### src/rtl/cic_charge_deposit_2d_core_macros.svh
// Assertion macros for the cloud-in-cell charge deposition core.
// Used by cic_charge_deposit_2d_core; needs a clock clk and reset rst in scope.
`ifndef CIC_CHARGE_DEPOSIT_2D_CORE_MACROS_SVH
`define CIC_CHARGE_DEPOSIT_2D_CORE_MACROS_SVH

// Clocked check, off while reset is high.
`define CCD2D_ASSERT(label, prop, msg) \
  label: assert property (@(posedge clk) disable iff (rst) prop) else $error(msg);

// Check that a condition never holds.
`define CCD2D_NEVER(label, cond, msg) \
  label: assert property (@(posedge clk) disable iff (rst) !(cond)) else $error(msg);

`endif

### src/rtl/ccd2d_scale.sv
// Position scaling: pos times reciprocal cell width, split into index and fraction.
// No dependencies; no package use.
module ccd2d_scale (
  input  logic        clk,
  input  logic        load,
  input  logic [31:0] pos_x,
  input  logic [31:0] pos_y,
  input  logic [23:0] inv_x,
  input  logic [23:0] inv_y,
  output logic [23:0] ix,
  output logic [23:0] iy,
  output logic [15:0] fx,
  output logic [15:0] fy
);

  logic [55:0] sx;
  logic [55:0] sy;

  always_ff @(posedge clk) begin
    if (load) begin
      sx <= 56'(pos_x) * 56'(inv_x);
      sy <= 56'(pos_y) * 56'(inv_y);
    end
  end

  assign ix = sx[55:32];
  assign iy = sy[55:32];
  assign fx = sx[31:16];
  assign fy = sy[31:16];

endmodule

### config.mk
export PLATFORM = sky130hd
export DESIGN_NAME = ccd2d_scale
export DESIGN_NICKNAME = d
export VERILOG_FILES = /design/src/rtl/cic_charge_deposit_2d_core_macros.svh /design/src/rtl/ccd2d_scale.sv
export SDC_FILE = /design/constraint.sdc
export NUM_CORES = 2
export LEC_CHECK = 0
export ABC_AREA = 1
export BUFFER_PORTS_ARGS = -buffer_cell sky130_fd_sc_hd__buf_2
export CAP_MARGIN = 10
export CORE_ASPECT_RATIO = 0.75
export CORE_MARGIN = 5
export CORE_UTILIZATION = 50
export DETAILED_ROUTE_END_ITERATION = 12
export PLACE_DENSITY = 0.67
export SKIP_LAST_GASP = 1
export SYNTH_ARGS = -nofsm -noshare
export SYNTH_HDL_FRONTEND = slang
export SYNTH_SLANG_ARGS = --single-unit
### constraint.sdc
create_clock -name clk -period 17.15 [get_ports clk]
set_input_delay 2.5725 -clock clk [delete_from_list [all_inputs] [get_ports clk]]
set_output_delay 2.5725 -clock clk [all_outputs]
set_load 0.005 [all_outputs]
==> metrics.md <==
| Metric | Value |
|---|---|
| Final std cells w/o fill | `8516` |
| Die Y | `296 um` |
| Gr ovfl total | `0` |
| Total CTS buffers | `9` |
| Post-CTS sizing | `0` |
| Most used DFF post-synth | `edfxtp_1` |
| Tightest Pin Transition | `1.02 ns` |
| Port Buffer Count | `193` |
| CTS Sinks | `80` |
| #FFs+latches synth | `80` |
| CTS Buffer Depth | `2` |
| Buffers plus inverters on the worst setup path | `4` |
| Core footprint | `108000 um^2` |
| Setup CP Type | `in2reg` |
| DRC | `0` |
| Most area-consuming cells after synthesis | `fa_1 (48%), inv_1 (17%), nand2_1 (13%)` |
| Hold WC Path Type | `in2reg` |
| RSZ-0062 raised after global routing | `no` |
| Setup Viol. Count Final | `0` |
| Layout Nets | `8861` |
| Fin crit share | `54.2%` |
| First-pass DRT Iterations | `6` |
| Max-slew headroom | `32.0%` |
| Synth async-reset ratio | `0%` |
| Total GRT Usage | `29.4%` |
| Vias per std cell | `5.14` |
| Worst-path clk slew | `0.06 ns` |
| Status | `finished, final reports clean` |
| Crit path time final | `9.30 ns` |
| Final slew viol count | `0` |
| Hold-fix buffers, CTS | `0` |
| Mapped Cells | `7143` |
| Htree depth | `3` |
| Initial antenna violation count | `6` |
| Area Overhead vs Synth | `3.81%` |
| Ys Warns | `0` |
| EDFF count, synth | `80` |
| Post-Syn Area per Cell | `7.61 um^2` |
| Mapped Nets | `8927` |
| Slowest cell on crit path | `buf_2` |
| Final hold slack | `2.73 ns` |
| Register area share after synthesis | `4.42%` |
| Hold Path Stages | `1` |
| Gpl congestion | `0.987` |
| Initial detailed-routing violation count | `4132` |
| Critical Path End Type | `flop` |
| CTS tree | `yes` |
| CP required | `17.28 ns` |
| # rows | `104` |
| Setup TNS | `0 ns` |
| Netlist cell types | `34` |
| Share of post-route cells with drive strength above 1 | `3.15%` |
| Mapped Area | `54400 um^2` |
| CP startpoint kind | `input port` |
| CP top delay family | `adder cells` |
| Post-synth top cells | `inv_1 (2429), nand2_1 (1955), fa_1 (1314), ha_1 (356), clkbuf_1 (266)` |
| Critical Path, Cell by Cell | `buf_2 > nand2_1 > fa_1 > inv_1 > fa_1 > fa_1 > fa_1 > fa_1 > fa_1 > inv_1 > fa_1 > inv_1 > ha_1 > a21oi_1 > o21ai_0 > a21oi_1 > nand2_1 > a21oi_1 > nand2_1 > nand2_1 > nand2_1` |
| Post-CTS Setup Bufs | `0` |
| Biggest area consumer among synthesized cells | `fa_1` |
| Largest net degree at the start of global routing | `43` |
| Most frequent cell after synthesis | `inv_1` |
| Worst path depth | `21` |
| Crit path largest cell delay | `0.70 ns` |
| Fmax | `0.108 GHz` |
| Hold Vio Cnt, Final | `0` |
| Drt wl/cell | `19.1 um` |
| Vias in the first global route | `46000` |
| Die Area | `115000 um^2` |
| Share of Yosys cell area claimed by the top area cell type | `48.4%` |
| Root Buffer | `clkbuf_16` |
| First-pass GRT wire length | `262000 um` |
| I/O pin count | `194` |
| DRT antenna net count | `0` |
| DIE WIDTH | `391 um` |
| DR vias | `43800` |
| Worst Path Max Fanout | `32` |
| Critical path arrival | `9.42 ns` |
| Most used cell, CP | `fa_1` |
| Max-cap violation count | `0` |
| DP Wirelength | `134000 um` |
| Post-Route WL | `163000 um` |
| DP Cell Count | `8497` |
| Initial Utilization | `50.5%` |
==> metal layers <==
metal  vias up  GRT usage (%)  part of all wire [%]
met5         -              0                 0.013
met4         4           4.02                   1.2
met3       156           9.41                    13
met2      2181           39.8                    39
met1     21900           46.7                    47
li1      19500              -                     -
==> registers in the layout, indices dropped and copies added (netlist names) <==
register / count
sx: 40
sy: 40
==> kinds of logic (layout without fill, tap and decap cells) <==
family	count (synthesis)	after routing	share of synthesized area (%)
buf+inv	2705	2644	18.7
compound gates	287	287	2.83
xor+xnor	51	51	0.822
other cells	0	3	0
simple gates	2350	2350	16.7
flops	80	80	4.42
fa+ha+maj	1670	1670	56.6
==> cell type report <==
type / instances / area, um^2
fillers: 10400 / 51200
multi-input cells: 4358 / 41800
inverters: 2433 / 9130
flip-flops and latches: 80 / 2400
well taps: 1431 / 1790
repair buffers: 195 / 983
clock buffers: 10 / 229
clock inverters: 6 / 83.8
diodes: 3 / 7.51
==> per-stage QoR <==
step	util [%]	worst slack (ns)	instance area [um^2]
final	52.4	7.85	56400
after global routing	52.4	7.64	56400
after CTS	52.4	8.01	56400
after detailed placement	52.1	7.64	56100
after global placement	52.1	7.60	56100
after floorplan	-	9.07	54400
==> final timing paths <==
path / from / end / slack [ns]
min: load / sy[51] / 2.73
max: inv_x[15] / sx[50] / 7.85
==> layout by cell type (no fill, tap or decap), types with 3 or more instances in the layout <==
cell / instances
edfxtp_1: 80
inv_1: 2429
fa_1: 1314
diode_2: 3
nor3_1: 23
nor2_1: 247
a21boi_0: 6
ha_1: 356
nand4_1: 23
clkbuf_16: 9
o21ai_1: 4
o21a_1: 3
nand3_1: 85
inv_2: 4
o21ai_0: 87
o21bai_1: 22
a21oi_1: 157
nand2_2: 6
nand2_1: 1955
xnor2_1: 21
nor4_1: 4
buf_4: 3
xor2_1: 30
buf_2: 192
Power is left out: the tool's default activity adds up to more than one toggle a clock period on the data nets, which glitch-free logic cannot reach.
