$ cat config.mk
export PLATFORM = sky130hd
export DESIGN_NAME = ccd2d_accum
export DESIGN_NICKNAME = d
export VERILOG_FILES = /design/src/rtl/cic_charge_deposit_2d_core_macros.svh /design/src/rtl/ccd2d_pkg.sv /design/src/rtl/ccd2d_accum.sv
export SDC_FILE = /design/constraint.sdc
export NUM_CORES = 2
export LEC_CHECK = 0
export BUFFER_PORTS_ARGS = -buffer_cell sky130_fd_sc_hd__clkbuf_2
export CAP_MARGIN = 25
export CORE_ASPECT_RATIO = 0.5
export CORE_MARGIN = 3
export CORE_UTILIZATION = 59
export DETAILED_ROUTE_END_ITERATION = 6
export PLACE_DENSITY = 0.76
export SYNTH_ARGS = -nofsm -noshare
export SYNTH_HDL_FRONTEND = slang
export SYNTH_SLANG_ARGS = --single-unit
$ cat constraint.sdc
create_clock -name clk -period 22.2 [get_ports clk]
set_input_delay 5.55 -clock clk [delete_from_list [all_inputs] [get_ports clk]]
set_output_delay 5.55 -clock clk [all_outputs]
set_load 0.01 [all_outputs]
$ cat src/rtl/cic_charge_deposit_2d_core_macros.svh
// Assertion macros for the cloud-in-cell charge deposition core.
// Used by cic_charge_deposit_2d_core; needs a clock clk and reset rst in scope.
`ifndef CIC_CHARGE_DEPOSIT_2D_CORE_MACROS_SVH
`define CIC_CHARGE_DEPOSIT_2D_CORE_MACROS_SVH

// Clocked check, off while reset is high.
`define CCD2D_ASSERT(label, prop, msg) \
  label: assert property (@(posedge clk) disable iff (rst) prop) else $error(msg);

// Check that a condition never holds.
`define CCD2D_NEVER(label, cond, msg) \
  label: assert property (@(posedge clk) disable iff (rst) !(cond)) else $error(msg);

`endif

$ cat src/rtl/ccd2d_pkg.sv
// Shared constants, codes and types of the charge deposition core.
// No dependencies.
package ccd2d_pkg;

  localparam int MAX_CELLS_X = 64;
  localparam int MAX_CELLS_Y = 64;
  localparam int GRID_DEPTH  = MAX_CELLS_X * MAX_CELLS_Y;
  localparam int ADDR_W      = $clog2(GRID_DEPTH);
  localparam int NX_W        = $clog2(MAX_CELLS_X + 1);
  localparam int NY_W        = $clog2(MAX_CELLS_Y + 1);
  localparam int XI_W        = $clog2(MAX_CELLS_X);

  localparam logic [1:0] CMD_DEPOSIT    = 2'd0;
  localparam logic [1:0] CMD_READ       = 2'd1;
  localparam logic [1:0] CMD_READ_CLEAR = 2'd2;
  localparam logic [1:0] CMD_UNUSED     = 2'd3;

  localparam logic [2:0] REG_CELLS_X = 3'd0;
  localparam logic [2:0] REG_CELLS_Y = 3'd1;
  localparam logic [2:0] REG_INV_X   = 3'd2;
  localparam logic [2:0] REG_INV_Y   = 3'd3;
  localparam logic [2:0] REG_CHARGE  = 3'd4;

  localparam logic [16:0] FRAC_ONE = 17'd65536;

  typedef struct packed {
    logic w_en;  // form weight, latch charge magnitude
    logic m_en;  // charge times weight
    logic r_en;  // round and apply sign
  } accum_ctl_t;

endpackage

$ cat src/rtl/ccd2d_accum.sv
// Contribution pipeline: weight, charge product, rounding, saturating cell sum.
// Depends on ccd2d_pkg (accum_ctl_t).
module ccd2d_accum (
  input  logic                  clk,
  input  ccd2d_pkg::accum_ctl_t ctl,
  input  logic [16:0]           wa,
  input  logic [16:0]           wb,
  input  logic [31:0]           charge,
  input  logic [31:0]           old,
  output logic [31:0]           sum
);

  logic [32:0] weight;
  logic [31:0] mag;
  logic        neg;
  logic [64:0] prod;
  logic [33:0] delta;
  logic [64:0] rnd;
  logic [34:0] total;

  always_ff @(posedge clk) begin
    if (ctl.w_en) begin
      weight <= 33'(34'(wa) * 34'(wb));
      neg    <= charge[31];
      mag    <= charge[31] ? (~charge + 32'd1) : charge;
    end
    if (ctl.m_en) prod <= 65'(mag) * 65'(weight);
    if (ctl.r_en) delta <= neg ? (34'd0 - 34'(rnd[64:32])) : 34'(rnd[64:32]);
  end

  // round to nearest, ties away from zero on the magnitude
  assign rnd   = prod + 65'h0_8000_0000;
  assign total = 35'(signed'(old)) + 35'(signed'(delta));

  always_comb begin
    if (!total[34] && total[33:31] != 3'b000) sum = 32'h7FFF_FFFF;
    else if (total[34] && total[33:31] != 3'b111) sum = 32'h8000_0000;
    else sum = total[31:0];
  end

endmodule

==> key figures <==
Clock tree
  – Postcts setup bufs: 0
  – CTS buffer count: 17
  – CTS hold repair buffers: 0
  – Root Buffer: clkbuf_16
  – H-tree levels: 4
  – Clock Latency Late Sink: ~0.46 ns
  – Post-CTS sizing: 0
  – Worst-path clk slew: about 0.060 ns
  – CTS tree: yes
  – Clock buffer depth: 2
  – Clk sinks: between 100 and 150

Global routing
  – Largest net degree at the start of global routing: 67
  – Initial antenna violation count: 1
  – Number of global-route vias before repair: approximately 42k
  – All-Layer GR Usage: a little under a third
  – First-pass GRT wire length: 221 mm
  – Total grt overflow: 0

Final layout
  – Post-layout nets: between 7k and 8k
  – Filler Cell Count: between 7k and 8k
  – Share of layout cells above drive strength 1: 4.78%
  – P&R area growth vs syn: 4.30%

Critical path
  – Slowest cell on crit path: a221oi_1
  – Critical Path RT: 16.65 ns
  – R2R Setup Slk: 13.15 ns
  – Reg-to-Reg End: prod[56]
  – Reg2Reg Depth: 22
  – Crit path max fanout: 26
  – Arrival @ worst endpoint: approximately 9.3 ns
  – CP dominant cell by count: clkbuf_2
  – Reg-to-Reg Start: mag[13]
  – Crit-path cells: clkbuf_2, ha_1, fa_1, a211o_1, a21oi_1, o311ai_2, a221oi_1, o211a_1, or2_1, o41ai_2, xor2_1, a31oi_2, buf_8, o31ai_1, clkbuf_2
  – Worst setup EP type: primary output
  – Worst setup SP type: primary input
  – Crit path kind: primary input to primary output
  – Slowest stage delay, CP: roughly 0.48 ns

Synth
  – Post-Syn Nets: 7236
  – Register area share after synthesis: 7.90%
  – Netlist cell types: 76
  – Synth Warn #: 0
  – Post-synthesis cell count: 5583
  – Number of synthesized flops with an enable pin: ~130
  – Synthesized flop and latch total: around 130
  – Avg Cell Area, Syn: 9.12 sq um
  – Mapped cell area: roughly 51000 sq um
  – Asr flop ratio synth: 0%
  – Ys flop type: edfxtp_1

Outcome
  – Status: finished clean

Placed design
  – GP Congestion: approximately 0.94
  – Number of port buffers: roughly 130
  – Post-DP HPWL: 101 mm

Run
  – Max Cap Viol: 0

Die
  – I/O pins: between 100 and 150
  – # rows: 75
  – Initial Util: 60.2%
  – Core Footprint: 84600 sq um
  – Die Ht: ~210 um
  – Die W: between 400 and 500 um
  – Die area: roughly 90000 sq um

Drt
  – Drt drc: 0
  – Post-Route WL: approximately 140 mm
  – Final antenna-violating net count: 0
  – DR vias/cell: around 5.8
  – Avg WL per Cell: about 20 um
  – DR vias: between 30k and 40k
  – DRT Pass-1 Iters: 5
  – Iter 0 DRT Violations: 3374

Min path
  – HP Start: prod[64]
  – Hold crit path type: flop to flop
  – WHS Path Cells: 2
  – Hold path endpoint: delta[32]

STA
  – Worst Skew: roughly 0.012 ns
  – Slew at the pin closest to its max-slew limit: roughly 1.1 ns
  – RSZ-0062 raised after global routing: false
  – Highest clock rate: just under 70 MHz
  – Final setup fails: 0
  – Setup TNS: 0 ns
  – Max-slew violation total from the final report: 0
  – Relative slew slack: about a quarter
  – Tcrit/Tclk final: between 60 and 70%
  – Endpoints failing hold: 0
  – Final min period: ~15 ns
## per-stage QoR
stage                     std cells  setup slack (ns)  hold slack [ns]  cell area (sq um)  utilization, %
after floorplan                5583              8.11            0.628              50900               -
after global placement         6663              7.06            0.665              52500            62.0
after detailed placement       6663              6.88            0.693              52500            62.0
after CTS                      6695              6.88            0.703              53100            62.7
after global routing           6696              7.06            0.742              53100            62.7
final                          6698              7.37            0.695              53100            62.7
## worst max path at each step
| stage | start | to | slack, ns |
|---|---|---|---|
| final | old[0] | sum[18] | 7.37 |
| after global routing | old[0] | sum[18] | 7.06 |
| after CTS | old[0] | sum[28] | 6.88 |
| after detailed placement | old[0] | sum[28] | 6.88 |
| after global placement | old[0] | sum[8] | 7.06 |
| after floorplan | old[0] | sum[12] | 8.11 |
## layout make-up
type	count	area, sq um	share of cell area, %
Clock buffer	18	429	0.808
Inverter	1231	4620	8.70
Antenna cell	2	5.00	0.00942
Sequential cell	134	4020	7.58
Tap cell	1155	1450	2.72
Clock inverter	14	164	0.309
Multi-Input combinational cell	3942	41200	77.6
Timing Repair Buffer	202	1190	2.24
## worst max-delay path, delay by kind of cell
family	cells	cell delay, ns
adder cells (fa/ha/maj)	2	0.64
AO/OA/AOI/OAI	8	2.11
buffers and inverters	3	0.49
AND/OR/NAND/NOR	1	0.24
XOR/XNOR	1	0.25
## cells in the mapped netlist, types with 9 or more instances
cell / instances / area, sq um
inv_1: 1231 / 4620
fa_1: 1149 / 23000
nand2_1: 851 / 3190
and2_1: 603 / 3770
ha_1: 402 / 5030
clkbuf_1: 263 / 987
edfxtp_1: 134 / 4020
xnor2_1: 120 / 1050
a21oi_1: 119 / 596
o21ai_0: 107 / 536
nor2_1: 76 / 285
xor2_1: 71 / 622
a21o_1: 61 / 458
nand3_1: 48 / 240
nor3_1: 33 / 165
nand4_1: 32 / 200
o21bai_1: 19 / 143
o31ai_1: 18 / 135
nand2b_1: 17 / 106
nor2b_1: 17 / 106
a31oi_1: 14 / 87.6
o21a_1: 14 / 105
a211oi_1: 13 / 97.6
nor4_1: 12 / 75.1
and3_1: 11 / 68.8
o41ai_1: 10 / 87.6
or3_1: 10 / 62.6
o21ai_1: 9 / 45.0
## flip-flops by register name (all words and copies together), names as in the netlist
signal,flops
delta,34
prod,34
neg,1
weight,33
mag,32
## per-layer routing
| metal | track usage, % | up-vias | wire, um |
|---|---|---|---|
| met5 | 0 | - | 0 |
| met4 | 9.73 | 0 | 4520 |
| met3 | 10.5 | 350 | 19100 |
| met2 | 47.5 | 2332 | 58400 |
| met1 | 43.1 | 19321 | 54100 |
| li1 | - | 16586 | - |
## cells by family after synthesis
kind of cell	synth area share, %
AO/OA/AOI/OAI	5.66
XOR/XNOR	3.29
adder cells (fa/ha/maj)	55.1
buffers and inverters	11.1
flip-flops	7.90
multiplexers	0.106
AND/OR/NAND/NOR	16.9
## cells in the final DEF, fill, tap and decap left out, types with 48 or more instances in the layout
| cell type | instances |
|---|---|
| nand3_1 | 48 |
| buf_4 | 68 |
| ha_1 | 402 |
| and2_1 | 603 |
| nand2_1 | 851 |
| xor2_1 | 71 |
| a21o_1 | 61 |
| a21oi_1 | 119 |
| fa_1 | 1149 |
| edfxtp_1 | 134 |
| o21ai_0 | 107 |
| inv_1 | 1231 |
| xnor2_1 | 120 |
| nor2_1 | 76 |
| clkbuf_2 | 133 |
Power is not shown: default switching activity piles up to over one toggle a cycle in this logic, so the estimate is an artifact.
